$ cat config.mk
export PLATFORM = sky130hd
export DESIGN_NAME = evad_ctrl
export DESIGN_NICKNAME = d
export VERILOG_FILES = /design/src/design/evad_pkg.sv /design/src/design/evad_ctrl.sv
export SDC_FILE = /design/constraint.sdc
export NUM_CORES = 1
export LEC_CHECK = 0
export BUFFER_PORTS_ARGS = -buffer_cell sky130_fd_sc_hd__buf_4
export CAP_MARGIN = 20
export CORE_AREA = 3 3 40 42
export DETAILED_ROUTE_END_ITERATION = 12
export DIE_AREA = 0 0 43 45
export PLACE_DENSITY = 0.78
export SYNTH_ARGS = -nofsm -noshare
export SYNTH_HDL_FRONTEND = slang
export SYNTH_SLANG_ARGS = --single-unit
$ cat constraint.sdc
create_clock -name clk -period 2.7 [get_ports clk]
set_clock_uncertainty 0.1 [all_clocks]
set_input_delay 0.54 -clock clk [delete_from_list [all_inputs] [get_ports clk]]
set_output_delay 0.54 -clock clk [all_outputs]
set_load 0.005 [all_outputs]
$ cat src/design/evad_pkg.sv
// ----------------------------------------------------------------------------
// evad_pkg
// shared types, constants and helper functions of the voice activity detector
// ----------------------------------------------------------------------------
package evad_pkg;

  localparam int WINDOW_FRAMES = 5;
  localparam int FRAME_SAMPLES = 256;
  localparam int SQRT_TAB_SIZE = 96;
  localparam int CNT_W         = $clog2(FRAME_SAMPLES + 1);
  localparam int VOTE_W        = $clog2(WINDOW_FRAMES + 1);
  localparam int DIV_W         = 48;
  localparam int DIV_CNT_W     = $clog2(DIV_W);
  localparam int RMS_W         = 24;

  localparam logic [30:0] ACC_LIMIT  = 31'h10000;
  localparam logic [RMS_W-1:0] ROOT_OF_ONE = 24'd181;
  localparam logic [16:0] THR_RESET  = 17'd256;
  localparam logic [16:0] THR_MAX    = 17'h1FFFF;
  localparam logic [39:0] HANG_RESET = 40'd500000000;
  localparam logic [15:0] CAL_MIN    = 16'd5;
  localparam logic [15:0] CAL_LIMIT  = 16'hFFFF;
  localparam logic [47:0] DUR_MAX    = 48'hFFFF_FFFF_FFFF;
  localparam logic [5:0]  Q15_SHIFT  = 6'd15;

  localparam logic [1:0] CFG_THRESHOLD = 2'd0;
  localparam logic [1:0] CFG_CALIBRATE = 2'd1;
  localparam logic [1:0] CFG_HANGOVER  = 2'd2;

  localparam logic [1:0] EVT_NONE  = 2'd0;
  localparam logic [1:0] EVT_START = 2'd1;
  localparam logic [1:0] EVT_STOP  = 2'd2;

  localparam logic [14:0] SQRT_FRAC [SQRT_TAB_SIZE] = '{
    15'd0, 15'd508, 15'd1008, 15'd1501, 15'd1987, 15'd2467, 15'd2940, 15'd3406,
    15'd3867, 15'd4322, 15'd4772, 15'd5216, 15'd5655, 15'd6090, 15'd6519, 15'd6944,
    15'd7364, 15'd7780, 15'd8191, 15'd8599, 15'd9003, 15'd9402, 15'd9798, 15'd10191,
    15'd10579, 15'd10965, 15'd11347, 15'd11725, 15'd12101, 15'd12473, 15'd12843,
    15'd13209, 15'd13572, 15'd13933, 15'd14291, 15'd14646, 15'd14999, 15'd15349,
    15'd15696, 15'd16041, 15'd16384, 15'd16724, 15'd17061, 15'd17397, 15'd17730,
    15'd18062, 15'd18391, 15'd18717, 15'd19042, 15'd19365, 15'd19686, 15'd20005,
    15'd20322, 15'd20637, 15'd20950, 15'd21261, 15'd21571, 15'd21879, 15'd22185,
    15'd22490, 15'd22792, 15'd23093, 15'd23393, 15'd23691, 15'd23987, 15'd24282,
    15'd24576, 15'd24867, 15'd25158, 15'd25447, 15'd25734, 15'd26020, 15'd26305,
    15'd26588, 15'd26870, 15'd27151, 15'd27430, 15'd27708, 15'd27985, 15'd28261,
    15'd28535, 15'd28808, 15'd29080, 15'd29350, 15'd29620, 15'd29888, 15'd30155,
    15'd30422, 15'd30686, 15'd30950, 15'd31213, 15'd31475, 15'd31735, 15'd31995,
    15'd32253, 15'd32511
  };

  typedef enum logic [4:0] {
    ST_IDLE, ST_BUF, ST_CAL_D1, ST_CAL_W1, ST_CAL_D2, ST_CAL_W2, ST_CAL_MUL,
    ST_CAL_FIN, ST_SQ, ST_ACC, ST_NORM, ST_PDIV, ST_PWAIT, ST_POWER, ST_ROOT1,
    ST_ROOT2, ST_ROOT3, ST_RSQ, ST_UPD, ST_EMIT
  } st_t;

  typedef enum logic [4:0] {
    OP_NONE, OP_LOAD, OP_BUFSTART, OP_DIV_MEAN, OP_DIV_SQM, OP_CAL_MUL, OP_CAL_FIN,
    OP_SQ, OP_ACC, OP_NORM, OP_COUNT, OP_PDIV, OP_POWER, OP_ROOT1, OP_ROOT2,
    OP_ROOT3, OP_RMS_SQ, OP_UPDATE, OP_EMIT
  } op_t;

  typedef struct packed {
    op_t op;
  } cmd_t;

  typedef struct packed {
    logic acc_big;
    logic frame_last;
    logic cal_due;
    logic div_busy;
    logic out_free;
  } status_t;

  // highest set bit among bits 31..1, zero if none
  function automatic logic [4:0] top_bit(input logic [31:0] x);
    logic [4:0] b;
    b = 5'd0;
    for (int k = 1; k < 32; k++) begin
      if (x[k]) b = 5'(k);
    end
    return b;
  endfunction

  function automatic logic [VOTE_W-1:0] ones(input logic [WINDOW_FRAMES-1:0] v);
    logic [VOTE_W-1:0] c;
    c = '0;
    for (int k = 0; k < WINDOW_FRAMES; k++) begin
      c = c + VOTE_W'(v[k]);
    end
    return c;
  endfunction

endpackage

$ cat src/design/evad_ctrl.sv
// ----------------------------------------------------------------------------
// evad_ctrl
// sequencer for per-sample accumulation and per-frame evaluation
// ----------------------------------------------------------------------------
module evad_ctrl (
  input  logic              clk,
  input  logic              rst_n,
  input  logic              in_tvalid,
  output logic              in_tready,
  input  evad_pkg::status_t status,
  output evad_pkg::cmd_t    cmd
);
  import evad_pkg::*;

  st_t state_r, state_nxt;

  always_ff @(posedge clk) begin
    if (!rst_n) state_r <= ST_IDLE;
    else        state_r <= state_nxt;
  end

  always_comb begin
    state_nxt = state_r;
    case (state_r)
      ST_IDLE:    if (in_tvalid) state_nxt = ST_BUF;
      ST_BUF:     state_nxt = status.cal_due ? ST_CAL_D1 : ST_SQ;
      ST_CAL_D1:  state_nxt = ST_CAL_W1;
      ST_CAL_W1:  if (!status.div_busy) state_nxt = ST_CAL_D2;
      ST_CAL_D2:  state_nxt = ST_CAL_W2;
      ST_CAL_W2:  if (!status.div_busy) state_nxt = ST_CAL_MUL;
      ST_CAL_MUL: state_nxt = ST_CAL_FIN;
      ST_CAL_FIN: state_nxt = ST_SQ;
      ST_SQ:      state_nxt = ST_ACC;
      ST_ACC:     state_nxt = ST_NORM;
      ST_NORM: begin
        if (!status.acc_big) state_nxt = status.frame_last ? ST_PDIV : ST_IDLE;
      end
      ST_PDIV:    state_nxt = ST_PWAIT;
      ST_PWAIT:   if (!status.div_busy) state_nxt = ST_POWER;
      ST_POWER:   state_nxt = ST_ROOT1;
      ST_ROOT1:   state_nxt = ST_ROOT2;
      ST_ROOT2:   state_nxt = ST_ROOT3;
      ST_ROOT3:   state_nxt = ST_RSQ;
      ST_RSQ:     state_nxt = ST_UPD;
      ST_UPD:     state_nxt = ST_EMIT;
      ST_EMIT:    if (status.out_free) state_nxt = ST_IDLE;
      default:    state_nxt = ST_IDLE;
    endcase
  end

  always_comb begin
    in_tready = 1'b0;
    cmd.op    = OP_NONE;
    case (state_r)
      ST_IDLE: begin
        in_tready = 1'b1;
        if (in_tvalid) cmd.op = OP_LOAD;
      end
      ST_BUF:     cmd.op = OP_BUFSTART;
      ST_CAL_D1:  cmd.op = OP_DIV_MEAN;
      ST_CAL_D2:  cmd.op = OP_DIV_SQM;
      ST_CAL_MUL: cmd.op = OP_CAL_MUL;
      ST_CAL_FIN: cmd.op = OP_CAL_FIN;
      ST_SQ:      cmd.op = OP_SQ;
      ST_ACC:     cmd.op = OP_ACC;
      ST_NORM:    cmd.op = status.acc_big ? OP_NORM : OP_COUNT;
      ST_PDIV:    cmd.op = OP_PDIV;
      ST_POWER:   cmd.op = OP_POWER;
      ST_ROOT1:   cmd.op = OP_ROOT1;
      ST_ROOT2:   cmd.op = OP_ROOT2;
      ST_ROOT3:   cmd.op = OP_ROOT3;
      ST_RSQ:     cmd.op = OP_RMS_SQ;
      ST_UPD:     cmd.op = OP_UPDATE;
      ST_EMIT:    if (status.out_free) cmd.op = OP_EMIT;
      default:    cmd.op = OP_NONE;
    endcase
  end

endmodule

# Word-level counts from Yosys, hierarchy flattened
# Cells that the tools add are included.
[totals]
reg_bits = 5
rom_bits = 0
latch_bits = 0
memories = 0
input_bits = 8
elab_cells = 42
ramBits = 0
output_inout_bits = 6
[op_classes]
n_mux = 14
reduce_logical = 2
n_addsub = 0
mul = 0
shifts = 0
n_eq_ne = 25
magnitude_cmp = 0
bitwise_logic = 0
div_mod_pow = 0
[op_table]
columns = ["op", "n"]
rows = [
  ["5-bit one-hot mux with 20 select lines", 1],
  ["5-bit one-hot mux with 17 select lines", 1],
  ["5-bit by 4-bit equality test with 1-bit output (second input constant)", 8],
  ["5-bit 2-to-1 mux", 7],
  ["5-bit by 3-bit equality test with 1-bit output (second input constant)", 4],
  ["5-bit equality test (second input constant)", 4],
  ["2-bit inequality test (second input constant)", 6],
  ["5-bit by 2-bit equality test with 1-bit output (second input constant)", 2],
  ["4-bit 2-to-1 mux", 2],
  ["6-bit AND reduction", 1],
  ["5-bit by 1-bit equality test with 1-bit output (second input constant)", 1],
  ["5-bit zero test", 1],
  ["1-bit 2-to-1 mux", 2],
  ["2-bit 2-to-1 mux", 1],
]

# Depth between registers and ports, before layout
# Gate-level depths: netlist of run 1.
[logic_depth]
ltp_word = 3
ltp_mapped = 6
mapped_depth_nobuf = 4

# Worst setup path before layout of run 1
# Ideal clock, no wire load.
[synth_path]
path_kind = "register to output"
start = "register state_r[2]"
end = "output port cmd[0] in the netlist's numbering"
t_arrival_ns = 1.309
slack_ns = 0.751
n_path_buf = 2
stages_incl_launch_ff = 7
required_ns = 2.060
cell_sequence = "dfxtp_1 > clkbuf_1 > clkbuf_1 > inv_1 > nand3_1 > a31oi_1 > o22ai_1"
[synth_lines]
columns = ["element", "line_no", "rtl"]
rows = [
  ["from (decl)", "evad_ctrl.sv:15", "st_t state_r, state_nxt;"],
  ["from (signal assigned)", "evad_ctrl.sv:19", "else state_r <= state_nxt;"],
  ["to (decl)", "evad_ctrl.sv:11", "output evad_pkg::cmd_t cmd"],
]

==> impl_results.md, run 1 <==
- Port bufs: 13
- Post-route setup TNS: 0 ps
- Drt first pass iters: 4
- CTS root buffer: clkbuf_4
- Switching power: 0.3907 mW
- ANT cells: 0
- Final hold vios: 0
- Kind of critical path: reg2out
- CP Capture Type: output pin
- Highest ir drop seen on vdd: 0.4825 mV
- Synth top area cells: dfxtp_1, nor3b_1, a21oi_1
- P_leak: 0.3074 nW
- Worst Max-Slew Pin Slew: 670.1 ps
- Cell variety after synth: 42
- Core area: 1285 sq um
- Setup violators final: 0
- Flop pwr share: 25.2%
- PwrDens: 1119 nW/um^2
- Clock Path Buffers: 2
- Fin nets: 111
- HP Class: in2reg
- Placed cell count: 113
- Clk pwr share: 10.3%
- Mapped Area: 653.1 sq um
- Maximum clock frequency: 0.3933 GHz
- Final ANT Viol Nets: 0
- CP Data Arrival Time: 1900 ps
- Worst path required time: 2060 ps
- Biggest register: state_r
- Post-route clock period utilization: 94.16%
- Die span in y: 45 um
- Post-synth EDFFs: 0
- Power share of the combinational group: 64.5%
- DR DRC count: 0
- GR Overflow Total: 0
- Initial Utilization: 50.83%
- RSZ-0062 raised after global routing: false
- Worst Setup Start Kind: flop
- DIE WIDTH: 43 um
- Io pins: 14
- Power, Total: 0.8501 mW
- GP Congestion: 0.8668
- Syn nets: 101
- Layout cells sized above 1: 19.61%
- Iter 0 DRT Violations: 23
- Worst slew margin: 55.26%
- Die area: 1935 sq um
- Hold buffers post-CTS: 0
- Final Cell Area: 759.5 sq um
- Filler Cells Inserted: 131
- Drt total wl: 1684 um
- Ys async rst share: 0%
- H-tree level count: 1
- Final routed wire length divided by cell count: 14.39 um
- Via count of the first global-routing pass: 703
- RR Endpoint: state_r[4]$_SDFFE_PN0P_
- R2R cell count: 4
- Vias: 730
- Hold depth: 3
- Max Cap Viol: 0
- Mapped Avg Cell Area: 7.023 sq um
- Sequential element share of the synthesized area: 15.33%
- Synth Flop Type: dfxtp_1
- Area grow syn2layout: 16.28%
- Row count: 13
- Overall Global Routing Usage: 19.40%
- CP Max Fanout: 23
- Synthesized flop and latch total: 5
- Status: complete, no violations
- Sw Ratio: 45.95%
- Max-slew violation count: 0
- Dpl cell area: 733.2 sq um
- Initial antenna violation count: 0
- Worst-path clk slew: 50 ps
- WHS Endpoint: state_r[0]$_SDFFE_PN0P_
- R2R Path Start: state_r[3]$_SDFFE_PN0P_
- Setup Fix Bufs, Post-CTS: 0
- Area leader, netlist: dfxtp_1
- Largest net degree at the start of global routing: 24
- Hold Path Origin: rst_n
- R2r setup slk: 720 ps
- Clk sinks: 5
- Worst skew pair latency: 240 ps
- Routed vias/inst: 6.239
- Post-synth top area share: 15.33%
- Max reg flops: 5
- TritonCTS clock tree: done
- Largest regs: state_r x5
- Post-route insts no fill: 117
- Synthesis warning total: 0
- Tmin final: 2542 ps
- Cell internal pwr: 0.4594 mW
- Resized cells post-CTS: 0
- Final Util: 59.10%
- DP HPWL: 1203 um
- Num CTS Buffers: 3
- Global-route wire length before repair: 2925 um
- Synthesized netlist cell count: 93
-- power by group through the flow --
stage          Clock [mW]  Combinational [mW]  Sequential [mW]
3_5_place_dp            0               0.542            0.215
4_1_cts            0.0923               0.545            0.214
3_3_place_gp            0               0.536            0.214
2_1_floorplan           0               0.497            0.112
6_report           0.0871               0.548            0.215
5_1_grt            0.0982               0.609            0.229
-- per-layer routing --
metal	routed length [um]	GRT usage, %
met1	836	26.75
met2	767	29.04
met4	0	4.819
met3	80	6.773
met5	0	0
-- how the worst max path moves through the flow --
stage / start / endpoint / slack (ps) / cells past startpoint
6_report: state_r[1]$_SDFFE_PN0P_ / cmd[1] / 160 / 5
2_1_floorplan: state_r[2]$_SDFFE_PN0P_ / cmd[0] / 750 / 6
3_5_place_dp: state_r[1]$_SDFFE_PN0P_ / cmd[1] / 440 / 5
5_1_grt: state_r[1]$_SDFFE_PN0P_ / cmd[1] / 3 / 5
4_1_cts: state_r[1]$_SDFFE_PN0P_ / cmd[1] / 170 / 5
3_3_place_gp: state_r[1]$_SDFFE_PN0P_ / cmd[1] / 500 / 5
-- cells in the final DEF, fill, tap and decap left out, types with 2 or more instances in the layout --
| cell | instances |
|---|---|
| buf_4 | 14 |
| nand2_1 | 7 |
| inv_1 | 7 |
| a21oi_1 | 7 |
| nor3b_1 | 5 |
| dfxtp_1 | 5 |
| nor2_1 | 4 |
| o22ai_1 | 4 |
| nand2b_1 | 3 |
| a211oi_1 | 3 |
| nand3_1 | 3 |
| a31oi_1 | 3 |
| clkbuf_4 | 3 |
| o21ai_0 | 2 |
| o32ai_1 | 2 |
| a22oi_1 | 2 |
| nor4bb_1 | 2 |
| a221oi_1 | 2 |
-- stage by stage --
stage / setup slack, ps / hold slack, ps
global placement: 496.1 / 533.7
floorplan: 750.9 / 578.3
global route: 2.720 / 500.8
finish: 157.6 / 503.8
CTS: 169.6 / 494.5
detailed placement: 444.1 / 558.1
-- synth_stat cells (3+ instances only) --
master	number
a21oi_1	7
inv_1	7
nand2_1	7
clkbuf_1	6
dfxtp_1	5
nor3b_1	5
nor2_1	4
o22ai_1	4
a211oi_1	3
a31oi_1	3
nand2b_1	3
nand3_1	3
-- cell families after synthesis --
logic type             after synthesis  synth area share, %
multiplexers                         1                1.533
buffers and inverters               16                10.73
AO/OA/AOI/OAI                       32                33.91
AND/OR/NAND/NOR                     37                35.83
flip-flops                           5                15.33
XOR/XNOR                             2                2.682
-- cell type report --
cell class / instances / area [sq um] / share of cell area, %
clock buffer: 4 / 26.28 / 3.460
inverter: 7 / 26.28 / 3.460
multi-input combinational: 72 / 483.0 / 63.59
sequential: 5 / 100.1 / 13.18
tap: 15 / 18.77 / 2.471
timing repair buffer: 14 / 105.1 / 13.84
-- worst max-delay path, stage by stage, from the launching register on --
cell	delay, ps
dfxtp_1	740
nor2_1	210
a211o_1	310
a21oi_1	130
o32ai_1	100
buf_4	160
Power figures use the tool's default switching activity.
==> inputs of run 2 (changes only) <==
ABC_AREA = 1   (was not set)
ABC_CLOCK_PERIOD_IN_PS = 2700   (was not set)
PLACE_DENSITY = 0.77   (was 0.78)
==> run 2 against run 1 <==
Effect of this change:
- final area up 2.5%
- sequential cell count unchanged
- setup slack better by 230 ps
- worst hold slack worse by 94 ps
- first-iteration DRC count up 74%
- combinational power down 8.6%
==> impl_results.md, run 2 <==
- Status: complete, no violations
- Sequential Area: 100.1 sq um (unchanged)
- Final routed wire length divided by cell count: 12.07 um (-16%)
- DP HPWL: 1401 um (+16%)
- Flop pwr share: 18.1% (-7.1 points)
- Kind of critical path: reg2out
- Syn nets: 122 (+21%)
- R2R cell count: 9 (+5)
- R2R Path Start: state_r[1]$_SDFFE_PN0P_
- Sequential element share of the synthesized area: 15.63% (+0.30 points)
- Row count: 13 (unchanged)
- Most frequent CP cell: nor2_1
- Largest regs: state_r x5
- Drt first pass iters: 4 (unchanged)
- CP Capture Type: output pin
- P_leak: 0.4454 nW (+45%)
- Filler Cells Inserted: 120 (-8.4%)
- Post-route clock period utilization: 85.75% (-8.4 points)
- GP Congestion: 0.8706 (+0.44%)
- Die area: 1935 sq um (unchanged)
- Resized cells post-CTS: 0 (unchanged)
- Placed cell count: 141 (+25%)
- Fin nets: 139 (+25%)
- CTS root buffer: clkbuf_4
- GR Overflow Total: 0 (unchanged)
- Post-route setup TNS: 0 ps (unchanged)
- Area leader, netlist: nand2_1
- Final hold vios: 0 (unchanged)
- Setup violators final: 0 (unchanged)
- Max-slew violation count: 0 (unchanged)
- ANT cells: 0 (unchanged)
- Io pins: 14 (unchanged)
- CP Max Fanout: 6 (-74%)
- Sw Ratio: 50.95% (+5.0 points)
- Hold Path Origin: state_r[0]$_SDFFE_PN0P_
- Max reg flops: 5 (unchanged)
- Post-synth top area share: 16.99% (+1.7 points)
- Worst-path clk slew: 40 ps (about the same)
- Core area: 1285 sq um (unchanged)
- Hold depth: 2 (-1)
- Max incr delay on CP: 360 ps (-380 ps)
- Hold buffers post-CTS: 0 (unchanged)
- H-tree level count: 1 (unchanged)
- Top post-synthesis cells by count: nand2_1, nor2_1, inv_1
- Via count of the first global-routing pass: 734 (+4.4%)
- Initial Utilization: 49.85% (-0.97 points)
- Synthesis warning total: 0 (unchanged)
- Iter 0 DRT Violations: 40 (+74%)
- WHS Endpoint: state_r[0]$_SDFFE_PN0P_
- DR DRC count: 0 (unchanged)
- Crit-path cells: nor2_1, nor2_1, nand2_1, inv_1, or2_2, buf_4
- Worst Setup Start Kind: flop
- Cell variety after synth: 25 (-40%)
- Clock Path Buffers: 2 (unchanged)
- Synth top area cells: nand2_1, dfxtp_1, nor2_1
- Mapped Avg Cell Area: 5.619 sq um (-20%)
- Post-route insts no fill: 145 (+24%)
- Most common cell after layout, fill and taps aside: nand2_1
- Power share of the combinational group: 69.9% (+5.4 points)
- Tmin final: 2315 ps (-227.1 ps)
- TritonCTS clock tree: done
- Post-synth EDFFs: 0 (unchanged)
- Final ANT Viol Nets: 0 (unchanged)
- HP Class: reg2reg
- Area grow syn2layout: 21.48%
- Max Cap Viol: 0 (unchanged)
- Mapped Area: 640.6 sq um (-1.9%)
- Num CTS Buffers: 3 (unchanged)
- Maximum clock frequency: 0.4319 GHz (+9.8%)
- Setup Fix Bufs, Post-CTS: 0 (unchanged)
- Die span in y: 45 um (unchanged)
- Biggest register: state_r
- Port bufs: 13 (unchanged)
- Worst Max-Slew Pin Slew: 426.0 ps (-244.1 ps)
- Most frequent cells in the layout: nand2_1, nor2_1, inv_1
- PwrDens: 921.4 nW/um^2 (-18%)
- Initial antenna violation count: 0 (unchanged)
- Routed vias/inst: 5.503 (-12%)
- CP Data Arrival Time: 1680 ps (-220 ps)
- RSZ-0062 raised after global routing: false
- Clk sinks: 5 (unchanged)
- Worst slew margin: 71.49% (+16 points)
- Highest ir drop seen on vdd: 0.4648 mV (-3.7%)
- Synth Flop Type: dfxtp_1
- DIE WIDTH: 43 um (unchanged)
- Layout cells sized above 1: 25.38% (+5.8 points)
- Drt total wl: 1750 um (+3.9%)
- Worst skew pair latency: 240 ps (about the same)
- Synthesized flop and latch total: 5 (unchanged)
- Global-route wire length before repair: 2946 um (+0.72%)
- Clk pwr share: 12.0% (+1.7 points)
- Top-count cell post-synth: nand2_1
- Footprint of the multi-input gates: 467.9 sq um (-3.1%)
- Worst path required time: 2060 ps (about the same)
- Synthesized netlist cell count: 114 (+23%)
- Switching power: 0.3654 mW (-6.5%)
- Crit-path slowest cell: nor2_1
- Cell internal pwr: 0.3517 mW (-23%)
- Ys async rst share: 0% (unchanged)
- Vias: 798 (+9.3%)
- RR Endpoint: state_r[0]$_SDFFE_PN0P_
- Largest net degree at the start of global routing: 18 (-25%)
- R2r setup slk: 1090 ps (+370 ps)
- Overall Global Routing Usage: 19.97% (+0.57 points)
==> run 2: layout make-up <==
cell class	instances	share of cell area, %
Sequential cell	5	12.86
Timing Repair Buffer	13	12.54
Clock buffer	4	3.376
Multi-Input combinational cell	90	60.13
Inverter	18	8.682
Tap cell	15	2.412
==> run 2: power by group through the flow <==
stage,clock network [mW],registers [mW],logic (mW)
finish,0.0859,0.130,0.501
global route,0.0964,0.133,0.566
CTS,0.0913,0.130,0.498
detailed placement,0,0.131,0.494
global placement,0,0.129,0.494
floorplan,0,0.125,0.336
==> run 2: cells by family after synthesis <==
kind of cell | after synthesis | synth area share [%]
buf+inv | 19 | 11.33
compound gates | 12 | 11.52
flops | 5 | 15.63
simple gates | 78 | 61.52
==> run 2: critical path, delay by kind of cell, from the launching register on <==
kind,cells,cell delay [ps]
DFF,1,330
and+or+nand+nor,4,920
buffers and inverters,2,180
==> run 2: worst max-delay path by stage <==
stage                                 start     end  slack (ps)  cells after the start
floorplan           state_r[0]$_SDFFE_PN0P_  cmd[4]         920                      5
global placement    state_r[0]$_SDFFE_PN0P_  cmd[4]         690                      6
detailed placement  state_r[0]$_SDFFE_PN0P_  cmd[4]         650                      6
CTS                 state_r[0]$_SDFFE_PN0P_  cmd[4]         380                      6
global route        state_r[1]$_SDFFE_PN0P_  cmd[0]         260                      9
finish              state_r[0]$_SDFFE_PN0P_  cmd[4]         380                      6
==> run 2: layer usage <==
| layer | global-route usage (%) | up-vias | part of all wire [%] |
|---|---|---|---|
| met2 | 33.53 | 40 | 48 |
| met3 | 5.578 | 2 | 8.6 |
| met1 | 23.32 | 352 | 43 |
| li1 | - | 404 | - |
| met5 | 0 | - | 0 |
| met4 | 10.24 | 0 | 0.40 |
==> run 2: through the flow <==
stage	hold WS, ps	cell area [sq um]	setup slack (ps)	power, mW	util [%]
6_report	409.8	778.2	384.8	0.7171	60.56
5_1_grt	433.3	778.2	257.2	0.7954	60.56
4_1_cts	416.0	778.2	378.1	0.7187	60.56
3_5_place_dp	409.0	752.0	646.8	0.6251	58.52
3_3_place_gp	395.8	752.0	691.6	0.6236	58.52
2_1_floorplan	380.0	640.6	920.1	0.4608	-
